File: src/hdl/s5c_pkg.sv
`timescale 1ns / 1ps

package s5c_pkg;

    // Input commands
    typedef enum logic [1:0] {
        CMD_START = 2'd0,
        CMD_RX    = 2'd1,
        CMD_LOAD  = 2'd2
    } t_cmd;

    // Configuration register indexes
    typedef enum logic [2:0] {
        REG_USER_LEN   = 3'd0,
        REG_PASS_LEN   = 3'd1,
        REG_ADDR_IS_V6 = 3'd2,
        REG_DEST_PORT  = 3'd3,
        REG_ADDR_UPPER = 3'd4,
        REG_ADDR_LOWER = 3'd5
    } t_cfg_reg;

    typedef enum logic [3:0] {
        ST_BUSY       = 4'd0,
        ST_CONNECTED  = 4'd1,
        ST_DONE       = 4'd2,
        ST_BAD_VER    = 4'd3,
        ST_BAD_METHOD = 4'd4,
        ST_BAD_SUBNEG = 4'd5,
        ST_AUTH_REJ   = 4'd6,
        ST_INVALID    = 4'd7,
        ST_SERVER_ERR = 4'd8,
        ST_RSV_NZ     = 4'd9
    } t_status;

    typedef enum logic [5:0] {
        PH_IDLE  = 6'b000001,
        PH_GREET = 6'b000010,
        PH_PASS  = 6'b000100,
        PH_CONN  = 6'b001000,
        PH_DONE  = 6'b010000,
        PH_FAIL  = 6'b100000
    } t_phase;

    typedef enum logic [3:0] {
        JOB_IDLE  = 4'b0001,
        JOB_GREET = 4'b0010,
        JOB_AUTH  = 4'b0100,
        JOB_CONN  = 4'b1000
    } t_job;

    // Protocol bytes
    localparam logic [7:0] SOCKS_VER       = 8'h05;
    localparam logic [7:0] SUBNEG_VER      = 8'h01;
    localparam logic [7:0] METHOD_NONE     = 8'h00;
    localparam logic [7:0] METHOD_USERPASS = 8'h02;
    localparam logic [7:0] REQ_CONNECT     = 8'h01;
    localparam logic [7:0] ATYP_V4         = 8'h01;
    localparam logic [7:0] ATYP_V6         = 8'h04;
    localparam logic [7:0] BYTE_ZERO       = 8'h00;

    // Reply lengths through the bound port, counted from the version byte
    localparam logic [4:0] REPLY_LEN_V4 = 5'd10;
    localparam logic [4:0] REPLY_LEN_V6 = 5'd22;

    localparam int CRED_AW = 5;
    localparam int STEP_W  = 6;

    // Request from the parser to the transmit sequencer
    typedef struct packed {
        logic       go;
        logic       single;
        t_status    status;
        logic [7:0] code;
        t_job       job;
    } t_emit_req;

    typedef struct packed {
        logic               en;
        logic [CRED_AW-1:0] addr;
        logic [7:0]         data;
    } t_cred_wr;

endpackage

File: src/hdl/s5c_in_if.sv
`timescale 1ns / 1ps

interface s5c_in_if;
    logic       valid;
    logic       ready;
    logic [1:0] cmd;
    logic [7:0] data_byte;
    logic       cred_is_password;
    logic [3:0] cred_index;

    modport source (output valid, cmd, data_byte, cred_is_password, cred_index, input ready);
    modport sink   (input valid, cmd, data_byte, cred_is_password, cred_index, output ready);
endinterface

File: src/hdl/s5c_out_if.sv
`timescale 1ns / 1ps

interface s5c_out_if;
    logic       valid;
    logic       ready;
    logic       tx_valid;
    logic [7:0] tx_byte;
    logic       last;
    logic [3:0] status;
    logic [7:0] reply_code;

    modport source (output valid, tx_valid, tx_byte, last, status, reply_code, input ready);
    modport sink   (input valid, tx_valid, tx_byte, last, status, reply_code, output ready);
endinterface

File: src/hdl/s5c_cfg_if.sv
`timescale 1ns / 1ps

interface s5c_cfg_if;
    logic        valid;
    logic        ready;
    logic [2:0]  index;
    logic [63:0] data;

    modport source (output valid, index, data, input ready);
    modport sink   (input valid, index, data, output ready);
endinterface

File: src/hdl/s5c_emit.sv
`timescale 1ns / 1ps

module s5c_emit (
    input  logic                  i_clk,
    input  logic                  i_rst_n,
    input  s5c_pkg::t_emit_req    i_req,
    input  s5c_pkg::t_cred_wr     i_wr,
    input  logic [3:0]            i_user_len,
    input  logic [3:0]            i_pass_len,
    input  logic                  i_with_user,
    input  logic                  i_addr_v6,
    input  logic [15:0]           i_port,
    input  logic [127:0]          i_addr,
    output logic                  o_in_ready,
    s5c_out_if.source             o_out
);

    logic [7:0] r_cred_mem [2**s5c_pkg::CRED_AW];
    logic [7:0] r_rdata;

    s5c_pkg::t_job              r_job;
    logic [s5c_pkg::STEP_W-1:0] r_step;
    logic                       r_o_valid;
    logic                       r_o_txv;
    logic [7:0]                 r_o_byte;
    logic                       r_o_use_mem;
    logic                       r_o_last;
    s5c_pkg::t_status           r_o_status;
    logic [7:0]                 r_o_code;

    logic                       w_adv;
    logic                       w_busy;
    logic [15:0][7:0]           w_addr_b;
    logic [7:0]                 d_byte;
    logic                       d_use_mem;
    logic                       d_last;
    s5c_pkg::t_status           d_status;
    logic [s5c_pkg::CRED_AW-1:0] d_rd_addr;
    logic [s5c_pkg::STEP_W-1:0] w_ul;
    logic [s5c_pkg::STEP_W-1:0] w_pl;
    logic [s5c_pkg::STEP_W-1:0] w_conn_len;
    logic [3:0]                 w_addr_idx;
    logic [s5c_pkg::STEP_W-1:0] w_user_off;
    logic [s5c_pkg::STEP_W-1:0] w_pass_off;

    assign w_adv      = !r_o_valid || o_out.ready;
    assign w_busy     = (r_job != s5c_pkg::JOB_IDLE);
    assign o_in_ready = !w_busy && w_adv;
    assign w_addr_b   = i_addr;

    assign w_ul       = {2'b00, i_user_len};
    assign w_pl       = {2'b00, i_pass_len};
    assign w_conn_len = i_addr_v6 ? 6'(s5c_pkg::REPLY_LEN_V6) : 6'(s5c_pkg::REPLY_LEN_V4);
    // IPv4 bytes sit in the low four bytes of the 128-bit address
    assign w_addr_idx = 4'(r_step - 6'd4) + (i_addr_v6 ? 4'd0 : 4'd12);
    assign w_user_off = r_step - 6'd2;
    assign w_pass_off = r_step - 6'd3 - w_ul;

    always_comb begin
        d_byte    = s5c_pkg::BYTE_ZERO;
        d_use_mem = 1'b0;
        d_last    = 1'b0;
        d_status  = s5c_pkg::ST_BUSY;
        d_rd_addr = {1'b0, w_user_off[3:0]};
        case (r_job)
            s5c_pkg::JOB_GREET: begin
                case (r_step[1:0])
                    2'd0: d_byte = s5c_pkg::SOCKS_VER;
                    2'd1: d_byte = i_with_user ? 8'd2 : 8'd1;
                    2'd2: d_byte = s5c_pkg::METHOD_NONE;
                    default: d_byte = s5c_pkg::METHOD_USERPASS;
                endcase
                d_last = (r_step == (i_with_user ? 6'd3 : 6'd2));
            end
            s5c_pkg::JOB_CONN: begin
                d_status = s5c_pkg::ST_CONNECTED;
                d_last   = (r_step == w_conn_len - 6'd1);
                if (r_step == 6'd0) begin
                    d_byte = s5c_pkg::SOCKS_VER;
                end else if (r_step == 6'd1) begin
                    d_byte = s5c_pkg::REQ_CONNECT;
                end else if (r_step == 6'd2) begin
                    d_byte = s5c_pkg::BYTE_ZERO;
                end else if (r_step == 6'd3) begin
                    d_byte = i_addr_v6 ? s5c_pkg::ATYP_V6 : s5c_pkg::ATYP_V4;
                end else if (r_step == w_conn_len - 6'd2) begin
                    d_byte = i_port[15:8];
                end else if (r_step == w_conn_len - 6'd1) begin
                    d_byte = i_port[7:0];
                end else begin
                    d_byte = w_addr_b[~w_addr_idx];
                end
            end
            s5c_pkg::JOB_AUTH: begin
                d_last = (r_step == 6'd2 + w_ul + w_pl);
                if (r_step == 6'd0) begin
                    d_byte = s5c_pkg::SUBNEG_VER;
                end else if (r_step == 6'd1) begin
                    d_byte = {4'd0, i_user_len};
                end else if (r_step < 6'd2 + w_ul) begin
                    d_use_mem = 1'b1;
                end else if (r_step == 6'd2 + w_ul) begin
                    d_byte = {4'd0, i_pass_len};
                end else begin
                    d_use_mem = 1'b1;
                    d_rd_addr = {1'b1, w_pass_off[3:0]};
                end
            end
            default: begin
                d_byte = s5c_pkg::BYTE_ZERO;
            end
        endcase
    end

    // Stores are taken only while the sequencer is idle, so a write never
    // meets a read of the same entry.
    always_ff @(posedge i_clk) begin
        if (i_wr.en) begin
            r_cred_mem[i_wr.addr] <= i_wr.data;
        end
        if (w_adv && w_busy && d_use_mem) begin
            r_rdata <= r_cred_mem[d_rd_addr];
        end
    end

    always_ff @(posedge i_clk) begin
        if (!i_rst_n) begin
            r_job     <= s5c_pkg::JOB_IDLE;
            r_step    <= '0;
            r_o_valid <= 1'b0;
        end else if (w_adv) begin
            if (w_busy) begin
                r_o_valid <= 1'b1;
                r_step    <= r_step + 6'd1;
                if (d_last) begin
                    r_job <= s5c_pkg::JOB_IDLE;
                end
            end else if (i_req.go && i_req.single) begin
                r_o_valid <= 1'b1;
            end else begin
                r_o_valid <= 1'b0;
                if (i_req.go && i_req.job != s5c_pkg::JOB_IDLE) begin
                    r_job  <= i_req.job;
                    r_step <= '0;
                end
            end
        end
    end

    always_ff @(posedge i_clk) begin
        if (w_adv) begin
            if (w_busy) begin
                r_o_txv     <= 1'b1;
                r_o_byte    <= d_byte;
                r_o_use_mem <= d_use_mem;
                r_o_last    <= d_last;
                r_o_status  <= d_status;
                r_o_code    <= 8'd0;
            end else begin
                r_o_txv     <= 1'b0;
                r_o_byte    <= 8'd0;
                r_o_use_mem <= 1'b0;
                r_o_last    <= 1'b1;
                r_o_status  <= i_req.status;
                r_o_code    <= i_req.code;
            end
        end
    end

    assign o_out.valid      = r_o_valid;
    assign o_out.tx_valid   = r_o_txv;
    assign o_out.tx_byte    = r_o_use_mem ? r_rdata : r_o_byte;
    assign o_out.last       = r_o_last;
    assign o_out.status     = r_o_status;
    assign o_out.reply_code = r_o_code;

endmodule

File: src/hdl/socks5_client_handshake.sv
`timescale 1ns / 1ps
// An item with one result shows it in the cycle after the transfer; a request (greeting,
// subnegotiation, CONNECT) first loads the sequencer job, which then registers its bytes.
// Request bytes go out one per cycle while the receiver is ready, credential ones read
// with the output register; single-result and silent items go one per cycle if unstalled.
// Reset: synchronous, active low; clears phase, counters, registers and the output
// stage. The credential memory is not cleared.

module socks5_client_handshake #(
    parameter int MAX_CRED_LEN = 15
) (
    input  logic        i_clk,
    input  logic        i_rst_n,
    s5c_in_if.sink      i_in,
    s5c_cfg_if.sink     i_cfg,
    s5c_out_if.source   o_out
);

    localparam int         CLAMP_I = (MAX_CRED_LEN > 15) ? 15 : MAX_CRED_LEN;
    localparam logic [3:0] CLAMP_L = 4'(CLAMP_I);

    logic [3:0]   r_user_len;
    logic [3:0]   r_pass_len;
    logic         r_addr_v6;
    logic [15:0]  r_dest_port;
    logic [63:0]  r_addr_upper;
    logic [63:0]  r_addr_lower;

    s5c_pkg::t_phase r_phase, n_phase;
    logic [4:0]      r_byte_count, n_byte_count;
    logic            r_reply_v6, n_reply_v6;

    s5c_pkg::t_emit_req w_req;
    s5c_pkg::t_cred_wr  w_wr;
    logic               w_in_ready;
    logic               w_accept;
    logic [3:0]         w_ul;
    logic [3:0]         w_pl;
    logic [7:0]         w_b;
    logic [4:0]         w_cnt_inc;

    assign i_cfg.ready = 1'b1;
    assign i_in.ready  = w_in_ready;
    assign w_accept    = i_in.valid && w_in_ready;
    assign w_b         = i_in.data_byte;
    assign w_cnt_inc   = r_byte_count + 5'd1;

    assign w_ul = (r_user_len > CLAMP_L) ? CLAMP_L : r_user_len;
    assign w_pl = (r_pass_len > CLAMP_L) ? CLAMP_L : r_pass_len;

    always_ff @(posedge i_clk) begin
        if (!i_rst_n) begin
            r_user_len   <= '0;
            r_pass_len   <= '0;
            r_addr_v6    <= 1'b0;
            r_dest_port  <= '0;
            r_addr_upper <= '0;
            r_addr_lower <= '0;
        end else if (i_cfg.valid) begin
            case (i_cfg.index)
                s5c_pkg::REG_USER_LEN:   r_user_len   <= i_cfg.data[3:0];
                s5c_pkg::REG_PASS_LEN:   r_pass_len   <= i_cfg.data[3:0];
                s5c_pkg::REG_ADDR_IS_V6: r_addr_v6    <= i_cfg.data[0];
                s5c_pkg::REG_DEST_PORT:  r_dest_port  <= i_cfg.data[15:0];
                s5c_pkg::REG_ADDR_UPPER: r_addr_upper <= i_cfg.data;
                s5c_pkg::REG_ADDR_LOWER: r_addr_lower <= i_cfg.data;
                default: ;
            endcase
        end
    end

    // Command decoder and reply parser: one received byte per transfer
    always_comb begin
        n_phase      = r_phase;
        n_byte_count = r_byte_count;
        n_reply_v6   = r_reply_v6;
        w_req        = '{go: 1'b0, single: 1'b0, status: s5c_pkg::ST_BUSY,
                         code: 8'd0, job: s5c_pkg::JOB_IDLE};
        w_wr.en      = 1'b0;
        w_wr.addr    = {i_in.cred_is_password, i_in.cred_index};
        w_wr.data    = w_b;
        if (w_accept) begin
            w_req.go = 1'b1;
            case (i_in.cmd)
                s5c_pkg::CMD_START: begin
                    n_phase      = s5c_pkg::PH_GREET;
                    n_byte_count = 5'd0;
                    n_reply_v6   = 1'b0;
                    w_req.job    = s5c_pkg::JOB_GREET;
                end
                s5c_pkg::CMD_LOAD: begin
                    w_wr.en = 1'b1;
                end
                s5c_pkg::CMD_RX: begin
                    case (r_phase)
                        s5c_pkg::PH_GREET: begin
                            if (r_byte_count == 5'd0) begin
                                w_req.single = 1'b1;
                                if (w_b == s5c_pkg::SOCKS_VER) begin
                                    n_byte_count = w_cnt_inc;
                                end else begin
                                    n_phase      = s5c_pkg::PH_FAIL;
                                    w_req.status = s5c_pkg::ST_BAD_VER;
                                end
                            end else if (w_b == s5c_pkg::METHOD_NONE) begin
                                n_phase      = s5c_pkg::PH_CONN;
                                n_byte_count = 5'd0;
                                w_req.job    = s5c_pkg::JOB_CONN;
                            end else if (w_b == s5c_pkg::METHOD_USERPASS) begin
                                n_phase      = s5c_pkg::PH_PASS;
                                n_byte_count = 5'd0;
                                w_req.job    = s5c_pkg::JOB_AUTH;
                            end else begin
                                n_phase      = s5c_pkg::PH_FAIL;
                                w_req.single = 1'b1;
                                w_req.status = s5c_pkg::ST_BAD_METHOD;
                            end
                        end
                        s5c_pkg::PH_PASS: begin
                            if (r_byte_count == 5'd0) begin
                                w_req.single = 1'b1;
                                if (w_b == s5c_pkg::SUBNEG_VER) begin
                                    n_byte_count = w_cnt_inc;
                                end else begin
                                    n_phase      = s5c_pkg::PH_FAIL;
                                    w_req.status = s5c_pkg::ST_BAD_SUBNEG;
                                end
                            end else if (w_b != s5c_pkg::BYTE_ZERO) begin
                                n_phase      = s5c_pkg::PH_FAIL;
                                w_req.single = 1'b1;
                                w_req.status = s5c_pkg::ST_AUTH_REJ;
                            end else begin
                                n_phase      = s5c_pkg::PH_CONN;
                                n_byte_count = 5'd0;
                                w_req.job    = s5c_pkg::JOB_CONN;
                            end
                        end
                        s5c_pkg::PH_CONN: begin
                            w_req.single = 1'b1;
                            n_byte_count = w_cnt_inc;
                            if (r_byte_count == 5'd0) begin
                                if (w_b != s5c_pkg::SOCKS_VER) begin
                                    n_phase      = s5c_pkg::PH_FAIL;
                                    w_req.status = s5c_pkg::ST_INVALID;
                                end
                            end else if (r_byte_count == 5'd1) begin
                                if (w_b != s5c_pkg::BYTE_ZERO) begin
                                    n_phase      = s5c_pkg::PH_FAIL;
                                    w_req.status = s5c_pkg::ST_SERVER_ERR;
                                    w_req.code   = w_b;
                                end
                            end else if (r_byte_count == 5'd2) begin
                                if (w_b != s5c_pkg::BYTE_ZERO) begin
                                    n_phase      = s5c_pkg::PH_FAIL;
                                    w_req.status = s5c_pkg::ST_RSV_NZ;
                                end
                            end else if (r_byte_count == 5'd3) begin
                                if (w_b == s5c_pkg::ATYP_V4) begin
                                    n_reply_v6 = 1'b0;
                                end else if (w_b == s5c_pkg::ATYP_V6) begin
                                    n_reply_v6 = 1'b1;
                                end else begin
                                    n_phase      = s5c_pkg::PH_FAIL;
                                    w_req.status = s5c_pkg::ST_INVALID;
                                end
                            end else if (w_cnt_inc >= (r_reply_v6 ? s5c_pkg::REPLY_LEN_V6
                                                                  : s5c_pkg::REPLY_LEN_V4)) begin
                                n_phase      = s5c_pkg::PH_DONE;
                                n_byte_count = 5'd0;
                                w_req.status = s5c_pkg::ST_DONE;
                            end
                        end
                        default: ;
                    endcase
                end
                default: ;
            endcase
        end
    end

    always_ff @(posedge i_clk) begin
        if (!i_rst_n) begin
            r_phase      <= s5c_pkg::PH_IDLE;
            r_byte_count <= '0;
            r_reply_v6   <= 1'b0;
        end else begin
            r_phase      <= n_phase;
            r_byte_count <= n_byte_count;
            r_reply_v6   <= n_reply_v6;
        end
    end

    s5c_emit u_emit (
        .i_clk       (i_clk),
        .i_rst_n     (i_rst_n),
        .i_req       (w_req),
        .i_wr        (w_wr),
        .i_user_len  (w_ul),
        .i_pass_len  (w_pl),
        .i_with_user (r_user_len != 4'd0),
        .i_addr_v6   (r_addr_v6),
        .i_port      (r_dest_port),
        .i_addr      ({r_addr_upper, r_addr_lower}),
        .o_in_ready  (w_in_ready),
        .o_out       (o_out)
    );

endmodule

File: src/flat_wrapper.sv
// flat-port wrapper written by rule: the top's interface ports become plain ports
module socks5_client_handshake_flat 
#(
    parameter int MAX_CRED_LEN = 15
)
  (i_clk, i_rst_n, i_in_valid, i_in_cmd, i_in_data_byte, i_in_cred_is_password, i_in_cred_index, i_in_ready, i_cfg_valid, i_cfg_index, i_cfg_data, i_cfg_ready, o_out_valid, o_out_tx_valid, o_out_tx_byte, o_out_last, o_out_status, o_out_reply_code, o_out_ready);
  s5c_in_if i_in_i ();
  s5c_cfg_if i_cfg_i ();
  s5c_out_if o_out_i ();
  input  logic i_clk;
  input  logic i_rst_n;
  input wire logic [$bits(i_in_i.valid)-1:0] i_in_valid;
  input wire logic [$bits(i_in_i.cmd)-1:0] i_in_cmd;
  input wire logic [$bits(i_in_i.data_byte)-1:0] i_in_data_byte;
  input wire logic [$bits(i_in_i.cred_is_password)-1:0] i_in_cred_is_password;
  input wire logic [$bits(i_in_i.cred_index)-1:0] i_in_cred_index;
  output wire logic [$bits(i_in_i.ready)-1:0] i_in_ready;
  input wire logic [$bits(i_cfg_i.valid)-1:0] i_cfg_valid;
  input wire logic [$bits(i_cfg_i.index)-1:0] i_cfg_index;
  input wire logic [$bits(i_cfg_i.data)-1:0] i_cfg_data;
  output wire logic [$bits(i_cfg_i.ready)-1:0] i_cfg_ready;
  output wire logic [$bits(o_out_i.valid)-1:0] o_out_valid;
  output wire logic [$bits(o_out_i.tx_valid)-1:0] o_out_tx_valid;
  output wire logic [$bits(o_out_i.tx_byte)-1:0] o_out_tx_byte;
  output wire logic [$bits(o_out_i.last)-1:0] o_out_last;
  output wire logic [$bits(o_out_i.status)-1:0] o_out_status;
  output wire logic [$bits(o_out_i.reply_code)-1:0] o_out_reply_code;
  input wire logic [$bits(o_out_i.ready)-1:0] o_out_ready;
  assign i_in_i.valid = i_in_valid;
  assign i_in_i.cmd = i_in_cmd;
  assign i_in_i.data_byte = i_in_data_byte;
  assign i_in_i.cred_is_password = i_in_cred_is_password;
  assign i_in_i.cred_index = i_in_cred_index;
  assign i_in_ready = i_in_i.ready;
  assign i_cfg_i.valid = i_cfg_valid;
  assign i_cfg_i.index = i_cfg_index;
  assign i_cfg_i.data = i_cfg_data;
  assign i_cfg_ready = i_cfg_i.ready;
  assign o_out_valid = o_out_i.valid;
  assign o_out_tx_valid = o_out_i.tx_valid;
  assign o_out_tx_byte = o_out_i.tx_byte;
  assign o_out_last = o_out_i.last;
  assign o_out_status = o_out_i.status;
  assign o_out_reply_code = o_out_i.reply_code;
  assign o_out_i.ready = o_out_ready;
  socks5_client_handshake #(.MAX_CRED_LEN(MAX_CRED_LEN)) u_core (.i_clk(i_clk), .i_rst_n(i_rst_n), .i_in(i_in_i), .i_cfg(i_cfg_i), .o_out(o_out_i));
endmodule
File: config.mk
export PLATFORM = sky130hd
export DESIGN_NAME = socks5_client_handshake_flat
export DESIGN_NICKNAME = d
export VERILOG_FILES = /design/src/hdl/s5c_pkg.sv /design/src/hdl/s5c_in_if.sv /design/src/hdl/s5c_out_if.sv /design/src/hdl/s5c_cfg_if.sv /design/src/hdl/s5c_emit.sv /design/src/hdl/socks5_client_handshake.sv /design/src/flat_wrapper.sv
export SDC_FILE = /design/constraint.sdc
export NUM_CORES = 1
export LEC_CHECK = 0
export ABC_AREA = 0
export ABC_CLOCK_PERIOD_IN_PS = 3300
export BUFFER_PORTS_ARGS = -buffer_cell sky130_fd_sc_hd__clkbuf_2
export CAP_MARGIN = 20
export CORE_MARGIN = 1
export CORE_UTILIZATION = 25
export CTS_BUF_LIST = sky130_fd_sc_hd__clkbuf_4 sky130_fd_sc_hd__clkbuf_8
export CTS_CLUSTER_SIZE = 16
export DETAILED_ROUTE_END_ITERATION = 6
export GPL_TIMING_DRIVEN = 0
export PLACE_DENSITY_LB_ADDON = 0.08
export SLEW_MARGIN = 20
export SYNTH_ARGS = -nofsm -noshare
export SYNTH_HDL_FRONTEND = slang
export SYNTH_SLANG_ARGS = --single-unit
File: constraint.sdc
create_clock -name i_clk -period 3.3 [get_ports i_clk]
set_input_delay 0.165 -clock i_clk [delete_from_list [all_inputs] [get_ports i_clk]]
set_output_delay 0.165 -clock i_clk [all_outputs]
set_load 0.01 [all_outputs]
Yosys cells after proc, flatten, opt, wreduce, memory -nomap -nowiden
Memories as Yosys holds them, arrays and structs flattened. A register that Yosys moved wholly into a read port is not among the register bits.
Index checks and enable logic that the tools add are counted.
W data, S select, Z words.
- memories: 1
- bits in writable memories: 256
- bits in latches: 0
- flip-flop bits (word level): 199
- output and inout bits: 25
- word-level logic and storage cells: 244
- bits of input ports: 87
- bits in read-only memories: 0
- memories (name ; depth ; width ; read ports ; clocked after memory_dff ; wr ports ; line ; RTL):
    u_core.u_emit.r_cred_mem ; 32 ; 8 ; 1 ; 1 ; 1 ; s5c_emit.sv:18 ; logic [7:0] r_cred_mem [2**s5c_pkg::CRED_AW];
- bitwise operators: 6
- multiply operators: 0
- add/subtract/negate cells: 11
- div/mod/pow operators: 0
- order comparisons: 5
- equal/unequal tests: 52
- multiplexer cells: 120
- reductions and logical operators: 31
- shift operators: 0
- operators with widths (cell ; number):
    $mux W5 ; 24
    $mux W6 ; 19
    $mux W4 ; 22
    $mux W8 ; 11
    $bmux W8 S4 ; 1
    $pmux W5 S3 ; 2
    $ne A4 B4 Y1 const B ; 6
    $pmux W8 S3 ; 1
    $mux W1 ; 21
    $eq A6 B2 Y1 const B ; 3
    $eq A6 B6 Y1 ; 3
    $mux W18 ; 1
    $pmux W6 S3 ; 1
    $eq A8 B3 Y1 const B ; 2
    $pmux W4 S2 ; 2
    $mux W3 ; 5
    $mux W13 ; 1
    $mux W12 ; 1
    $pmux W6 S2 ; 1
    $reduce_and A2 Y1 ; 6
    $eq A5 B2 Y1 const B ; 2
    $ne A2 B2 Y1 const B ; 5
    $pmux W5 S2 ; 1
    $pmux W3 S3 ; 1
    61 further kinds ; 83

Logic depth before layout (Yosys ltp)
- depth in word-level cells: 15
- mapped depth: 16
- depth with buffers taken out: 13

By module
Synthesis repeated with hierarchy kept, for this count alone.
- cell total of the unflattened synthesis: 1975
- area total of the unflattened synthesis: 21262.9 µm²
- modules (own cells, without submodules) (module ; seq. area each (µm²) ; area each (µm²) ; instances ; cells each):
    s5c_emit ; 8838.5 ; 14580.2 ; 1 ; 1112
    socks5_client_handshake ; 3303.2 ; 6682.7 ; 1 ; 863

Worst setup path after synthesis
Ideal clock, no wire load.
- path type: reg2reg
- start: register u_core.u_emit.r_step[0] (netlist bit)
- end: register u_core.u_emit.r_rdata[6], read port of u_core.u_emit.r_cred_mem, data pin
- data required time: 3.041 ns
- clock period less this slack: 3.498 ns
- slack: -0.198 ns
- arrival time: 3.239 ns
- cell stages (with the launch flop): 14
- library setup time: 0.259 ns
- buffers on the path: 2
- cells stage by stage: dfxtp_1 > buf_2 > inv_1 > ha_1 > clkbuf_1 > or2_2 > a21o_4 > a211o_1 > o211ai_2 > mux2_2 > mux4_2 > nor2_1 > nand4b_1 > nor3b_1
- cells in the longest elaborated chain, start to end: 7
- elaborated cells between the ends (all ways): 18
- classes of those cells: add/sub (3); order compare (1); eq/ne (2); mux (10); reduce/logical (2)
- ends and longest elaborated chain (what ; line ; RTL):
    start, declared ; s5c_emit.sv:22 ; logic [s5c_pkg::STEP_W-1:0] r_step;
    start signal, assigned ; s5c_emit.sv:134 ; r_step <= r_step + 6'd1;
    $sub A4 B2 Y4 / $eq A6 B5 Y1 (equally long branches) ; s5c_emit.sv:57, s5c_emit.sv:102 ;
    $sub A4 B4 Y4 / $mux W1 (equally long branches) ; s5c_emit.sv:57, s5c_emit.sv:102 ;
    $mux W5 / $mux W1 (equally long branches) ; s5c_emit.sv:102, s5c_emit.sv:100 ;
    $mux W5 / $mux W1 (equally long branches) ; s5c_emit.sv:100, s5c_emit.sv:98 ;
    $mux W5 / $mux W1 (equally long branches) ; s5c_emit.sv:98, s5c_emit.sv:96 ;
    $mux W5 / $mux W1 (equally long branches) ; s5c_emit.sv:96, s5c_emit.sv:65 ;
    $mux W5 / $logic_and A1 B1 Y1 (equally long branches) ; s5c_emit.sv:65, s5c_emit.sv:121 ;
    end, declared ; s5c_emit.sv:19 ; logic [7:0] r_rdata;
Several ways; a longest one is shown, not always the timed one.
A chain may end at the register's enable or synchronous reset.

Worst setup path after layout
- start: register u_core.r_user_len[1]
- end: register u_core.u_emit.r_rdata[6], read port of u_core.u_emit.r_cred_mem, data pin
- cells in the longest elaborated chain, start to end: 10
- elaborated cells between the ends (all ways): 17
- classes of those cells: add/sub (2); order compare (2); eq/ne (1); mux (11); reduce/logical (1)
- ends and longest elaborated chain (what ; line ; RTL):
    start, declared ; socks5_client_handshake.sv:22 ; logic [3:0] r_user_len;
    start signal, assigned ; socks5_client_handshake.sv:61 ; s5c_pkg::REG_USER_LEN: r_user_len <= i_cfg.data[3:0];
    $gt A4 B4 Y1 ; socks5_client_handshake.sv:48 ; assign w_ul = (r_user_len > CLAMP_L) ? CLAMP_L : r_user_len;
    $mux W4 (*) ; socks5_client_handshake.sv:48 ;
    branches (longest 8 deep; another with $lt A6 B5 Y1) ; n/a ;
Mark *: on every way between the ends.

==> results.py <==
metrics = {
    "worst_setup_path": {
        "r2r_end": "u_core.u_emit.r_rdata[6]",
        "crit_path_start_kind": "flip-flop",
        "arrival_ns": 4.05,
        "crit_path_end_kind": "flip-flop",
        "regToRegStartpoint": "u_core.r_user_len[1]",
        "crit_type": "flip-flop to flip-flop",
        "cp.required_ns": 3.71,
        "reg2reg_slack_ns": -0.34,
        "r2r_cells": 16,
        "crit_fanout": 5,
    },
    "synthesis": {
        "yosys.area_share.xor_xnor": 0.00919,
        "synth-adder-area-share": 0.0192,
        "ys.flop_type": "edfxtp_1",
        "synth_top_family_by_area": "simple AND/OR/NAND/NOR gates",
        "synth-compound-area-share": 0.123,
        "netlist_top_cells_area": "edfxtp_1 (41%), dfxtp_1 (17%), nand2_1 (7.8%), a21boi_0 (5.5%), mux4_2 (4.4%)",
        "synthMuxAreaShare": 0.0897,
        "syn_nets": 1960,
        "ys_seq_elements": 463,
        "async_flop_share": 0,
        "syn-mean-instance-area_sq_um": 11.4,
        "synth_edf_count": 287,
        "yosys.area_share.simple": 0.152,
        "synthesis.instances": 1842,
        "synth_top_cell_by_area": "edfxtp_1",
        "synth_top_area_share": 0.411,
        "ys_top_cells_by_count": "nand2_1 (438), edfxtp_1 (287), dfxtp_1 (176), a21boi_0 (153), nor2_1 (98)",
        "netlist_area_sq_um": 21000,
        "synth_most_common_cell": "nand2_1",
        "yosysWarningCount": 0,
        "synth_cell_types": 84,
        "yosysSeqAreaShare": 0.579,
    },
    "timing": {
        "final_max_slew_viol_count": 0,
        "worstMarginPinSlew_ns": 1.06,
        "max_freq_mhz": 275,
        "setup_viol": 8,
        "period_needed_ns": 3.64,
        "fin_worst_skew_ns": 0.0345,
        "grt_setup_unrepaired": "true",
        "slew_headroom": 0.291,
        "fin_ws_ns": -0.342,
        "fin_crit_sh": 1.10,
        "worst_hold_slack_ns": 0.131,
        "hold_viol_final": 0,
    },
    "min_path": {
        "whs_path_depth": 3,
        "min_from": "i_in_cred_index[3]",
        "min_to": "u_core.u_emit.r_cred_mem[29][6]",
        "min_path_type": "input pin to flip-flop",
    },
    "clocking": {
        "path_clk_slew_ns": 0.06,
        "clock_latency_ns": 0.69,
        "root_buffer": "clkbuf_8",
        "clockBufferDepth": 3,
        "cts_tree": "done",
        "cts.sinks": 463,
        "cts_buffers": 88,
        "h-tree-depth": 3,
    },
    "global_routing": {
        "grt-ovfl-total": 0,
        "grt_pass1_wl_um": 106000,
        "grt_max_degree": 39,
        "grt_pass1_vias": 15700,
        "grt_usage": 0.169,
        "antenna_found_initial": 1,
    },
    "place": {
        "port_buffers": 109,
        "place_inst": 3026,
        "gp_congestion": 0.848,
        "hpwlAfterDp_um": 51400,
        "dpl_cell_area_sq_um": 23000,
    },
    "die": {
        "die_y_um": 292,
        "start_util": 0.254,
        "dieArea_sq_um": 85000,
        "ios": 112,
        "die_w_um": 292,
        "rows": 105,
        "core_area_sq_um": 82500,
    },
    "drt": {
        "top_layer_used": "met4",
        "drtAntennaViolNets": 0,
        "routed_wl_um": 72600,
        "route.met2.wl_um": 36400,
        "drc": 0,
        "drt_iter0_drc": 797,
        "viasPerCell": 4.66,
        "drt-pass1-iter-count": 5,
        "route.met3.wl_um": 2800,
        "wl_met1_um": 31500,
        "routedWlPerCell_um": 21.9,
        "dr_total_vias": 15400,
    },
    "cells_and_area": {
        "multi_input_area_sq_um": 9220,
        "nFillCells": 8466,
        "fin_cells": 3312,
        "final_area_sq_um": 27300,
        "nets": 2300,
        "final_util": 0.331,
        "drive_gt1_frac": 0.266,
        "area.growth.synth_to_final_pct": 30.2,
        "final-seq-area_sq_um": 12200,
    },
    "power": {
        "p_leak_nw": 9.62,
        "power_density_nw_per_um2": 480,
        "total_power_mw": 13.1,
        "ir_drop_mv": 0.256,
    },
    "status": {
        "failed_checks": "negative setup slack",
        "status": "finished with violations",
    },
    "flow_run": {
        "drv_cap": 0,
    },
}
==> how the worst max path moves through the flow <==
stage	from	endpoint	slack, ns	cells past startpoint
2_1_floorplan	u_core.u_emit.r_step[0]	u_core.u_emit.r_rdata[6]	0.003	13
3_3_place_gp	u_core.u_emit.r_step[1]	u_core.u_emit.r_rdata[7]	-1.72	13
3_5_place_dp	u_core.u_emit.r_step[1]	u_core.u_emit.r_rdata[7]	-1.76	13
4_1_cts	u_core.r_user_len[1]	u_core.u_emit.r_rdata[4]	-0.34	14
5_1_grt	u_core.r_user_len[1]	u_core.u_emit.r_rdata[6]	-0.41	16
6_report	u_core.r_user_len[1]	u_core.u_emit.r_rdata[6]	-0.34	16
==> repair_timing <==
action | in CTS | in global routing
setup buffers | 42 | 28
endpoints found under the hold margin | 161 | 0
hold buffers | 73 | 0
cloned | 0 | 2
setup endpoints to repair | 176 | 198
gates resized for setup | 169 | 89
pin swaps | 30 | 44
==> layout by cell type, fill, tap and decap left out, drive strengths merged, types with 25 or more instances in the layout <==
cell / instances
nand2: 438
clkbuf: 304
edfxtp: 287
dfxtp: 176
a21boi: 154
buf: 102
nor2: 99
dlygate4sd3: 73
mux2i: 63
mux4: 41
o21ai: 33
nand3: 29
mux2: 29
ha: 29
nor3: 26
inv: 25
==> layout make-up <==
cell class | instances | area share
multi-input cells | 1248 | 0.338
well taps | 1070 | 0.0490
inverters | 24 | 0.00371
flip-flops and latches | 463 | 0.446
clock buffers | 124 | 0.0556
diodes | 1 | 0.0000917
clock inverters | 25 | 0.00770
plain buffers | 98 | 0.0234
repair buffers | 259 | 0.0770
==> report_power, final <==
| part | internal [mW] | switching (mW) | total, mW |
|---|---|---|---|
| Clock | 3.19 | 2.54 | 5.72 |
| Combinational | 0.455 | 0.676 | 1.13 |
| Sequential | 6.21 | 0.0429 | 6.25 |
==> stage by stage <==
step	setup WS, ns	TNS [ns]
after floorplan	0.00272	0
after global placement	-1.72	-313.19
after detailed placement	-1.76	-27.23
after CTS	-0.341	-2.57
after global routing	-0.414	-2.47
final	-0.342	-1.84
==> layer usage <==
metal | up-vias | GRT usage
met2 | 339 | 0.295
met5 | - | 0
met4 | 0 | 0.0570
met1 | 7598 | 0.212
li1 | 7400 | -
met3 | 104 | 0.0276
==> sequential cells by signal, indices dropped and copies added (netlist names) <==
register,cells
u_core.u_emit.r_rdata,8
u_core.r_dest_port,16
u_core.u_emit.o_out.tx_valid,1
u_core.r_reply_v6,1
u_core.r_user_len,4
u_core.u_emit.r_o_use_mem,1
u_core.u_emit.o_out.valid,1
u_core.u_emit.r_step,6
u_core.u_emit.o_out.last,1
u_core.r_addr_upper,64
u_core.r_pass_len,4
u_core.r_byte_count,5
u_core.r_phase,6
u_core.u_emit.r_job,4
u_core.u_emit.o_out.status,4
u_core.r_addr_v6,1
u_core.r_addr_lower,64
u_core.u_emit.o_out.reply_code,8
u_core.u_emit.r_o_byte,8
u_core.u_emit.r_cred_mem,256
==> critical path, stage by stage, from the launching register on <==
cell      delay (ns)
dfxtp_4         0.38
ha_4            0.14
xor2_2          0.16
inv_2           0.06
ha_4            0.21
a21o_1          0.18
a211oi_4        0.24
buf_6           0.15
a21oi_4         0.08
buf_6           0.12
o211ai_4        0.30
buf_6           0.18
mux2_4          0.30
mux4_2          0.50
nor2_1          0.10
nand4b_1        0.16
nor3b_4         0.08
==> logic make-up (layout without fill, tap and decap cells) <==
| kind of cell | Yosys count | after routing |
|---|---|---|
| AOI/OAI and AO/OA | 348 | 348 |
| adders and majority gates | 31 | 31 |
| muxes | 133 | 133 |
| buffers and inverters | 131 | 530 |
| and+or+nand+nor | 713 | 713 |
| xor gates and xnor gates | 22 | 22 |
| other | 1 | 2 |
| DFF | 463 | 463 |
Power figures use the tool's default switching activity.
